**config.mk**
```make
export PLATFORM = sky130hd
export DESIGN_NAME = dtc_tag_check
export DESIGN_NICKNAME = d
export VERILOG_FILES = /design/src/design/dtc_pkg.sv /design/src/design/dtc_tag_check.sv
export SDC_FILE = /design/constraint.sdc
export NUM_CORES = 1
export LEC_CHECK = 0
export BUFFER_PORTS_ARGS = -buffer_cell sky130_fd_sc_hd__buf_2
export CAP_MARGIN = 15
export CELL_PAD_IN_SITES_DETAIL_PLACEMENT = 1
export CELL_PAD_IN_SITES_GLOBAL_PLACEMENT = 1
export CORE_UTILIZATION = 30
export DETAILED_ROUTE_END_ITERATION = 8
export PLACE_DENSITY = 0.77
export SETUP_SLACK_MARGIN = 0.15
export SYNTH_ARGS = -nofsm -noshare
export SYNTH_HDL_FRONTEND = slang
export SYNTH_SLANG_ARGS = --single-unit
```
**constraint.sdc**
```tcl
create_clock -name vclk -period 5.7
set_input_delay 0.57 -clock vclk [all_inputs]
set_output_delay 0.57 -clock vclk [all_outputs]
set_load 0.01 [all_outputs]
```
**src/design/dtc_pkg.sv**
```systemverilog
// Shared types and constants of the DMA tag chain checker.
package dtc_pkg;

	localparam int MAX_TAGS_DEF = 64;
	localparam logic [31:0] MEM_SIZE_RST = 32'h0200_0000;
	localparam logic [31:0] RSVD_MASK = 32'h8fff_0000;
	localparam logic [2:0] TAG_ID_CNT = 3'd1;
	localparam logic [2:0] TAG_ID_NEXT = 3'd2;
	localparam logic [32:0] QUAD_BYTES = 33'd16;

	typedef enum logic [3:0] {
		ERR_OK        = 4'd0,
		ERR_TAG_POS   = 4'd1,
		ERR_REVISIT   = 4'd2,
		ERR_FULL      = 4'd3,
		ERR_SPR_RSVD  = 4'd4,
		ERR_CNT_ADDR  = 4'd5,
		ERR_NEXT_ZERO = 4'd6,
		ERR_BAD_KIND  = 4'd7,
		ERR_PAYLOAD   = 4'd8,
		ERR_BAD_NEXT  = 4'd9
	} err_t;

	typedef struct packed {
		err_t        err;
		logic [31:0] next;
		logic [15:0] qwc;
		logic [2:0]  id;
		logic [19:0] payload;
		logic [32:0] data_off;
	} chk_t;

endpackage

```
**src/design/dtc_tag_check.sv**
```systemverilog
// Tag decode and the ordered acceptance checks once the loop scan is done.
module dtc_tag_check #(
	parameter int MAX_TAGS = dtc_pkg::MAX_TAGS_DEF,
	localparam int CW = $clog2(MAX_TAGS + 1)
) (
	input  logic [31:0]  cur_offset,
	input  logic [63:0]  tag,
	input  logic [CW-1:0] count,
	input  logic [31:0]  mem_size,
	input  logic         seen,
	output dtc_pkg::chk_t chk
);

	logic [30:0] addr;
	logic [32:0] data_off;
	logic [19:0] payload;
	logic [33:0] end_sum;
	logic [33:0] next_w;
	logic [2:0]  id;
	logic        bad_next;
	dtc_pkg::err_t err;

	assign id = tag[30:28];
	assign addr = tag[62:32];
	assign data_off = {1'b0, cur_offset} + dtc_pkg::QUAD_BYTES;
	assign payload = {tag[15:0], 4'b0000};
	// payload end doubles as the next offset of a cnt tag
	assign end_sum = {1'b0, data_off} + {14'b0, payload};
	assign next_w = (id == dtc_pkg::TAG_ID_CNT) ? end_sum : {3'b000, addr};
	assign bad_next = (next_w[33:32] != 2'b00) || (next_w[3:0] != 4'h0)
		|| (next_w > {2'b00, mem_size});

	always_comb begin
		err = dtc_pkg::ERR_OK;
		if (count >= CW'(MAX_TAGS)) begin
			err = dtc_pkg::ERR_FULL;
		end else if (cur_offset[3:0] != 4'h0) begin
			err = dtc_pkg::ERR_TAG_POS;
		end else if (data_off > {1'b0, mem_size}) begin
			err = dtc_pkg::ERR_TAG_POS;
		end else if (seen) begin
			err = dtc_pkg::ERR_REVISIT;
		end else if (tag[63] || ((tag[31:0] & dtc_pkg::RSVD_MASK) != 32'h0)) begin
			err = dtc_pkg::ERR_SPR_RSVD;
		end else if (id == dtc_pkg::TAG_ID_CNT) begin
			if (addr != 31'h0) begin
				err = dtc_pkg::ERR_CNT_ADDR;
			end
		end else if (id == dtc_pkg::TAG_ID_NEXT) begin
			if (addr == 31'h0) begin
				err = dtc_pkg::ERR_NEXT_ZERO;
			end
		end else begin
			err = dtc_pkg::ERR_BAD_KIND;
		end
		if (err == dtc_pkg::ERR_OK) begin
			if (end_sum > {2'b00, mem_size}) begin
				err = dtc_pkg::ERR_PAYLOAD;
			end else if (bad_next) begin
				err = dtc_pkg::ERR_BAD_NEXT;
			end
		end
	end

	always_comb begin
		chk.err = err;
		chk.next = next_w[31:0];
		chk.qwc = tag[15:0];
		chk.id = id;
		chk.payload = payload;
		chk.data_off = data_off;
	end

endmodule

```
==> flow_summary.ini, run 1 <==
[outcome]
outcome = finished, violations left
violations = setup timing

[logic_synthesis]
syn_area_sq_um = 4810
yosys_warnings = 0
avgSynthCellArea_sq_um = 7.48
synthDistinctLibCells = 64
ys_seq_area_share_pct = 0
netlist_instances = 644

[timing]
grt_setup_unrepaired = true
setup_ws_ns = -0.127
max_slew.worst_pin.slew_ns = 0.892
finalSetupViolCount = 2
drv_slew = 0
min_period_over_period_pct = 102
hold_viol_final = 0
timing.hold.ws_ns = 1.37
fin_crit_ns = 5.83
max_freq_mhz = 172
slew_headroom_pct = 40.1

[die]
rows = 45
die_h_microns = 129
start_util_pct = 31.2
dieArea_sq_um = 16600
io-pin-count = 244
core_sq_um = 15400
fp.dieW_microns = 129

[route]
first_pass_iters = 5
drt_iter0_markers = 279
via_per_inst = 5.29
routedWlPerCell_microns = 19.4
drc = 0
ant_nets = 0
dr_total_vias = 6211
drt-total-wl_microns = 22800

[final_layout]
areaGrowthSynthToFinish_pct = 55.8
layout-drive-gt1-share_pct = 49.1
clockBufferCount = 0
fillers = 1998
final_common_cell = buf_2
multi_input_area_sq_um = 4810
seq_cell_count = 0
nNetsFinal = 1217
final_cell_mix = 229 x buf_2, 131 x buf_4, 104 x ha_1, 53 x inv_1, 44 x a21oi_1
instances_no_fill = 1175
seq_area_sq_um = 0
antennaDiodeCount = 0

[pwr]
total_power_uw = 758
p_per_area_nw_per_um2 = 101
ir_drop_mv = 0.0382
power_leakage_uw = 0.00382

[global_routing]
first_global_vias = 6502
met2_usage_pct = 45.5
grt_overflow = 0
busiest_layer = met2
use_met1_pct = 32.5
grt_max_degree = 21
grt.met3_usage_pct = 1.87
grt_pass1_wl_microns = 33100
track_usage_pct = 25.4
antenna_found_initial = 0

[placement]
numPortBuffers = 234
gp_congestion = 0.923
dpl.cell_count = 1158
hpwlAfterDp_microns = 19000
place_ws_ns = -0.330

[job]
maxCapViolCount = 0

[worst_setup_path]
endpoint_kind = output port
max_stage_delay_ns = 0.35
critical_path.slowest_cell = nor4_2
crit_path_start_kind = primary input
path_class = in2out
path_max_fanout = 5
cp.required_ns = 5.13
crit_arrival_ns = 5.26

[min_path]
hp-class = in2out

[clock_network]
ctsHoldBuffers = 0
## final timing paths
path	startpoint	endpoint	cells past startpoint
min	tag[10]	chk[47]	2
max	cur_offset[5]	chk[107]	25
## worst max-delay path, delay by kind of cell
family / cells / cell delay (ns)
AND/OR/NAND/NOR: 9 / 1.77
AO/OA/AOI/OAI: 7 / 1.21
adder cells (fa/ha/maj): 2 / 0.52
buffers and inverters: 4 / 0.50
XOR/XNOR: 2 / 0.35
multiplexers: 1 / 0.32
## cells in the mapped netlist, drive strengths merged (6+ instances only)
library cell | n | area (sq um)
xnor2 | 34 | 305
nor2b | 6 | 37.5
nand2 | 44 | 168
nand3 | 24 | 125
buf | 45 | 332
ha | 114 | 1430
inv | 54 | 203
mux2 | 29 | 327
nor2 | 34 | 128
nor4 | 20 | 150
and4 | 8 | 70.1
nand4 | 26 | 175
nor3 | 15 | 80.1
xor2 | 16 | 148
a21o | 16 | 120
a21oi | 56 | 280
a211oi | 7 | 52.6
o21ai | 30 | 150
## cell families (layout without fill, tap and decap cells)
family                     Yosys count  count (layout)  share of synthesized area, %
AOI/OAI and AO/OA                  142             142                          18.7
xor gates and xnor gates            50              50                          9.41
adders and majority gates          115             115                          30.0
buffers and inverters              104             421                          11.5
muxes                               30              30                          6.99
other                                1               4                        0.0779
and+or+nand+nor                    202             202                          23.3
## cell type report
cell class | instances | share of cell area (%)
inverters | 55 | 2.75
multi-input cells | 543 | 64.1
repair buffers | 366 | 29.6
well taps | 211 | 3.52
## per-stage QoR
step | TNS (ns) | util [%] | cell area [sq um]
global placement | -0.396 | 44.1 | 6810
detailed placement | -0.642 | 44.1 | 6810
floorplan | 0 | - | 4860
global route | -0.690 | 48.6 | 7500
finish | -0.232 | 48.6 | 7500
CTS | 0 | 46.4 | 7170
## per-layer routing
layer  up-vias  wire length (microns)
li1       2979                      -
met4         0                    828
met5         -                      0
met1      2947                   9660
met2       236                  11100
met3        49                   1230
## what timing repair did
action,in CTS,in global routing
buffers inserted,12,5
resized for setup,59,50
hold endpoints to repair,0,0
pin swaps,39,34
setup endpoints to repair,2,2
## report_power, final
part	internal (uW)	switching, uW
Clock	0	0
Sequential	0	0
Combinational	355	403
Total	355	403
(Power assumes the default switching activity.)
==> run 2, diff against run 1 <==
--- a/config.mk
+++ b/config.mk
@@ -5,11 +5,12 @@
 export SDC_FILE = /design/constraint.sdc
 export NUM_CORES = 1
 export LEC_CHECK = 0
+export ABC_AREA = 1
 export BUFFER_PORTS_ARGS = -buffer_cell sky130_fd_sc_hd__buf_2
 export CAP_MARGIN = 15
 export CELL_PAD_IN_SITES_DETAIL_PLACEMENT = 1
 export CELL_PAD_IN_SITES_GLOBAL_PLACEMENT = 1
-export CORE_UTILIZATION = 30
+export CORE_UTILIZATION = 29
 export DETAILED_ROUTE_END_ITERATION = 8
 export PLACE_DENSITY = 0.77
 export SETUP_SLACK_MARGIN = 0.15
==> run 2 against run 1 <==
Against the previous run: the flow now finishes without violations; global-route usage down 3.1 points; via count up 1.0%; critical path depth up 3; count of clock-buffer cells in the layout unchanged; area after synthesis up 8.5%; sequential share of layout area unchanged; cell count up 12%; non-clock buffer count down 116; combinational power down 21%; largest power group unchanged; highest routed layer unchanged.
==> flow_summary.ini, run 2 <==
[outcome]
outcome = finished clean

[route]
ant_nets = 0
routedWlPerCell_microns = 16.0
drt-total-wl_microns = 21100
via_per_inst = 4.76
dr_total_vias = 6276
first_pass_iters = 4
drt_iter0_markers = 189
drc = 0

[final_layout]
post-route-util_pct = 38.0
final_cell_mix = 241 x nand2_1, 234 x buf_2, 132 x inv_1, 111 x ha_1, 75 x nor2_1
fillers = 2453
antennaDiodeCount = 0
seq_area_sq_um = 0
nNetsFinal = 1346
areaGrowthSynthToFinish_pct = 26.8
multi_input_area_sq_um = 4520
clockBufferCount = 0
final_common_cell = nand2_1
layout-drive-gt1-share_pct = 28.7
seq_cell_count = 0
instances_no_fill = 1318

[global_routing]
grt_overflow = 0
first_global_vias = 6323
antenna_found_initial = 0
grt_max_degree = 43
grt_pass1_wl_microns = 32400
track_usage_pct = 22.3

[worst_setup_path]
crit_path_start_kind = primary input
path_max_fanout = 4
path_class = in2out
crit_arrival_ns = 4.60
endpoint_kind = output port
cp.required_ns = 5.13

[die]
start_util_pct = 30.0
rows = 48
io-pin-count = 244
dieArea_sq_um = 18600
die_h_microns = 136
core_sq_um = 17400
fp.dieW_microns = 136

[timing]
fin_crit_ns = 5.17
fin_setup_tns_ns = 0
max_freq_mhz = 193
max_slew.worst_pin.slew_ns = 0.570
slew_headroom_pct = 61.7
drv_slew = 0
hold_viol_final = 0
min_period_over_period_pct = 90.7
finalSetupViolCount = 0
grt_setup_unrepaired = false
timing.hold.ws_ns = 1.34

[logic_synthesis]
avgSynthCellArea_sq_um = 5.88
syn_area_sq_um = 5220
synthDistinctLibCells = 43
yosys-top-cells-count = 242 x nand2_1, 134 x inv_1, 114 x ha_1
yosysTopAreaCell = ha_1
ys_seq_area_share_pct = 0
post-synth-top-count-cell = nand2_1
synthTopCellsByArea = ha_1 27%, nand2_1 17%, inv_1 9.6%
yosysTopAreaCellShare_pct = 27.3
yosys_warnings = 0
netlist_instances = 889

[clock_network]
ctsHoldBuffers = 0

[min_path]
hp-class = in2out
hold_end = chk[53]
hold_path.startpoint = tag[28]
hold_depth = 2

[pwr]
total_power_uw = 596
power_leakage_uw = 0.00381
p_per_area_nw_per_um2 = 90.0
ir_drop_mv = 0.0268

[job]
maxCapViolCount = 0

[placement]
hpwlAfterDp_microns = 19400
numPortBuffers = 234
gp_congestion = 0.897
dpl.cell_count = 1313
-- run 2: changes by cell type in the layout (fill, tap and decap cells not counted), sizes merged, moves of 13 or more --
cell | before | now
a21o | 16 | 3
buf | 366 | 250
inv | 54 | 137
mux2 | 29 | 0
nand2 | 44 | 252
nand3 | 24 | 43
nor2 | 34 | 93
nor4 | 20 | 7
xnor2 | 34 | 12
xor2 | 16 | 29
-- run 2: layer usage --
layer / up-vias / global-route usage, % / routed length [microns]
li1: 3242 / - / -
met1: 2875 / 29.7 / 9900
met2: 153 / 41.0 / 10200
met3: 6 / 1.04 / 818
met4: 0 / 1.17 / 128
met5: - / 0 / 0
-- run 2: how the worst max path moves through the flow --
stage	to	depth (start not counted)	start	slack, ns
2_1_floorplan	chk[107]	28	cur_offset[4]	0.98
3_3_place_gp	chk[107]	30	cur_offset[4]	0.35
3_5_place_dp	chk[107]	30	cur_offset[4]	0.25
4_1_cts	chk[107]	30	cur_offset[4]	0.22
5_1_grt	chk[104]	31	cur_offset[4]	0.12
6_report	chk[104]	28	cur_offset[15]	0.53
-- run 2: layout make-up --
class | instances | share of cell area, %
multi-input combinational | 703 | 68.2
timing repair buffer | 250 | 19.5
inverter | 140 | 8.01
tap | 225 | 4.25
-- run 2: stage by stage --
step	instance area, sq um	setup WS (ns)
final	6620	0.531
after detailed placement	6400	0.253
after global routing	6620	0.117
after floorplan	5240	0.980
after CTS	6400	0.223
after global placement	6400	0.348
-- run 2: critical path, stage by stage --
cell and delay, ns:
buf_2 0.16, nand2_1 0.10, nor2_1 0.23, nand2_2 0.16
nor2_4 0.15, xor2_1 0.24, ha_1 0.33, a21oi_2 0.20
o21ai_0 0.10, o21bai_1 0.16, a21oi_1 0.15, buf_4 0.17
inv_2 0.05, nand2_1 0.09, xor2_2 0.21, ha_1 0.27
nand4_1 0.15, a31oi_1 0.06, nor3_1 0.24, nand2_1 0.09
nand2_1 0.07, nand2_1 0.06, nand2_1 0.06, nand2_1 0.06
a21oi_1 0.17, nand3_1 0.09, nand2_1 0.07, buf_2 0.13
-- run 2: power by group --
part | total, uW | leakage (uW) | switching (uW) | internal [uW]
clock | 0 | 0 | 0 | 0
sequential | 0 | 0 | 0 | 0
combinational | 596 | 0.00381 | 365 | 231
-- run 2: cells by family (layout without fill, tap and decap cells) --
family                     count (synthesis)  count (layout)  share of synthesized area [%]
AOI/OAI and AO/OA                        106             106                           10.9
xor gates and xnor gates                  41              41                           7.23
adders and majority gates                115             115                           27.7
other                                      1               4                         0.0718
buffers and inverters                    189             390                           17.3
and+or+nand+nor                          437             437                           36.8
-- run 2: timing repair --
action	in CTS	in global routing
gates resized for setup	0	38
buffers inserted	0	5
setup endpoints to repair	0	2
==> run 3, diff against run 2 <==
==> config.mk (replaced) <==
export PLATFORM = sky130hd
export DESIGN_NAME = dtc_tag_check
export DESIGN_NICKNAME = d
export VERILOG_FILES = /design/src/design/dtc_pkg.sv /design/src/design/dtc_tag_check.sv
export SDC_FILE = /design/constraint.sdc
export NUM_CORES = 1
export LEC_CHECK = 0
export BUFFER_PORTS_ARGS = -buffer_cell sky130_fd_sc_hd__buf_2
export CAP_MARGIN = 15
export CORE_UTILIZATION = 40
export DETAILED_ROUTE_END_ITERATION = 8
export PLACE_DENSITY = 0.71
export REMOVE_ABC_BUFFERS = 1
export SETUP_SLACK_MARGIN = 0.15
export SYNTH_ARGS = -nofsm -noshare
export SYNTH_HDL_FRONTEND = slang
export SYNTH_SLANG_ARGS = --single-unit
==> run 3 against run 2 <==
Against the previous run: largest cell class unchanged; core utilization grew 26 points; combinational power grew 19%; sequential cell count is the same; fmax shrank 9.1%; sequential share of layout area is the same; the run now ends with DRC left.
==> flow_summary.ini, run 3 (synthesized netlist as in run 1, its figures left out) <==
[global_routing]
grt_max_degree = 16
grt_overflow = 0
grt_pass1_wl_microns = 27800
first_global_vias = 5755
antenna_found_initial = 0
track_usage_pct = 27.5

[timing]
max_freq_mhz = 176
hold_viol_final = 0
finalSetupViolCount = 0
slew_headroom_pct = 47.1
fin_crit_ns = 5.68
drv_slew = 0
min_period_over_period_pct = 99.7
max_slew.worst_pin.slew_ns = 0.791
setup_ws_ns = 0.0153
grt_setup_unrepaired = true
fin_setup_tns_ns = 0

[die]
dieArea_sq_um = 12500
die_h_microns = 112
io-pin-count = 244
start_util_pct = 41.6
fp.dieW_microns = 112
rows = 39
core_sq_um = 11600

[job]
maxCapViolCount = 0

[final_layout]
layout-drive-gt1-share_pct = 48.5
seq_area_sq_um = 0
final_cell_mix = 228 x buf_2, 129 x buf_4, 102 x ha_1, 53 x inv_1, 45 x a21oi_1
final_common_cell = buf_2
finalInstanceArea_sq_um = 7350
areaGrowthSynthToFinish_pct = 52.7
clockBufferCount = 0
seq_cell_count = 0
nNetsFinal = 1216
antennaDiodeCount = 0

[worst_setup_path]
path_max_fanout = 5
cp.required_ns = 5.13
critical_path.slowest_cell = nor4_2
path_class = in2out
endpoint_kind = output port
crit_path_start_kind = primary input
max_stage_delay_ns = 0.33
crit_arrival_ns = 5.11

[clock_network]
ctsHoldBuffers = 0

[pwr]
p_per_area_nw_per_um2 = 96.4
switching_share_pct = 52.0
seqPwrFrac_pct = 0
combPwrFrac_pct = 100.0
p_clk_share_pct = 0
p_int_uw = 340
switching_power_uw = 368
power_leakage_uw = 0.00379
ir_drop_mv = 0.0561

[route]
via_per_inst = 5.45
ant_nets = 0
routedWlPerCell_microns = 16.5
drt_iter0_markers = 304
first_pass_iters = 7
drc = 17
dr_total_vias = 6033
drt-total-wl_microns = 18300

[placement]
gp_congestion = 0.953
hpwlAfterDp_microns = 15700
place_ws_ns = -0.311
postPlaceCellArea_sq_um = 6650
numPortBuffers = 234

[min_path]
hp-class = in2out

[outcome]
outcome = finished, violations left
violations = DRC
==> run 3: timing repair <==
action	in CTS	in global routing
endpoints found under the setup margin	2	2
buffers inserted	13	9
gates resized for setup	55	46
pin swaps	37	35
==> run 3: worst paths after layout <==
path	end	depth (start not counted)	slack, ns	from
setup / recovery	chk[107]	25	0.02	cur_offset[4]
hold / removal	chk[54]	2	1.35	tag[29]
==> run 3: metrics by stage <==
stage,hold WS (ns),utilization (%),cells,total power [uW]
CTS,1.35,61.0,1097,674
floorplan,1.14,-,598,331
detailed placement,1.35,57.5,1084,633
finish,1.35,63.6,1106,708
global route,1.36,63.6,1106,775
global placement,1.34,57.5,1084,624
==> run 3: layout make-up <==
| type | count | area [sq um] |
|---|---|---|
| tap | 143 | 179 |
| inverter | 55 | 206 |
| multi-input combinational | 543 | 4750 |
| timing repair buffer | 365 | 2220 |
| fill | 1037 | 4210 |
==> run 3: routing by layer <==
metal	GRT usage, %	routed length (microns)
met1	34.1	7670
met2	52.7	9080
met3	0.762	1100
met4	5.05	436
met5	0	0
==> run 3: worst max-delay path: cells and delay by family <==
family | cells | cell delay (ns)
compound gates | 10 | 1.68
simple gates | 7 | 1.24
fa+ha+maj | 2 | 0.55
buf+inv | 3 | 0.41
xor+xnor | 2 | 0.37
mux | 1 | 0.30
==> run 3: power by group through the flow <==
stage               registers [uW]  clock network (uW)  logic, uW
floorplan                        0                   0        331
global placement                 0                   0        624
detailed placement               0                   0        633
CTS                              0                   0        674
global route                     0                   0        775
finish                           0                   0        708
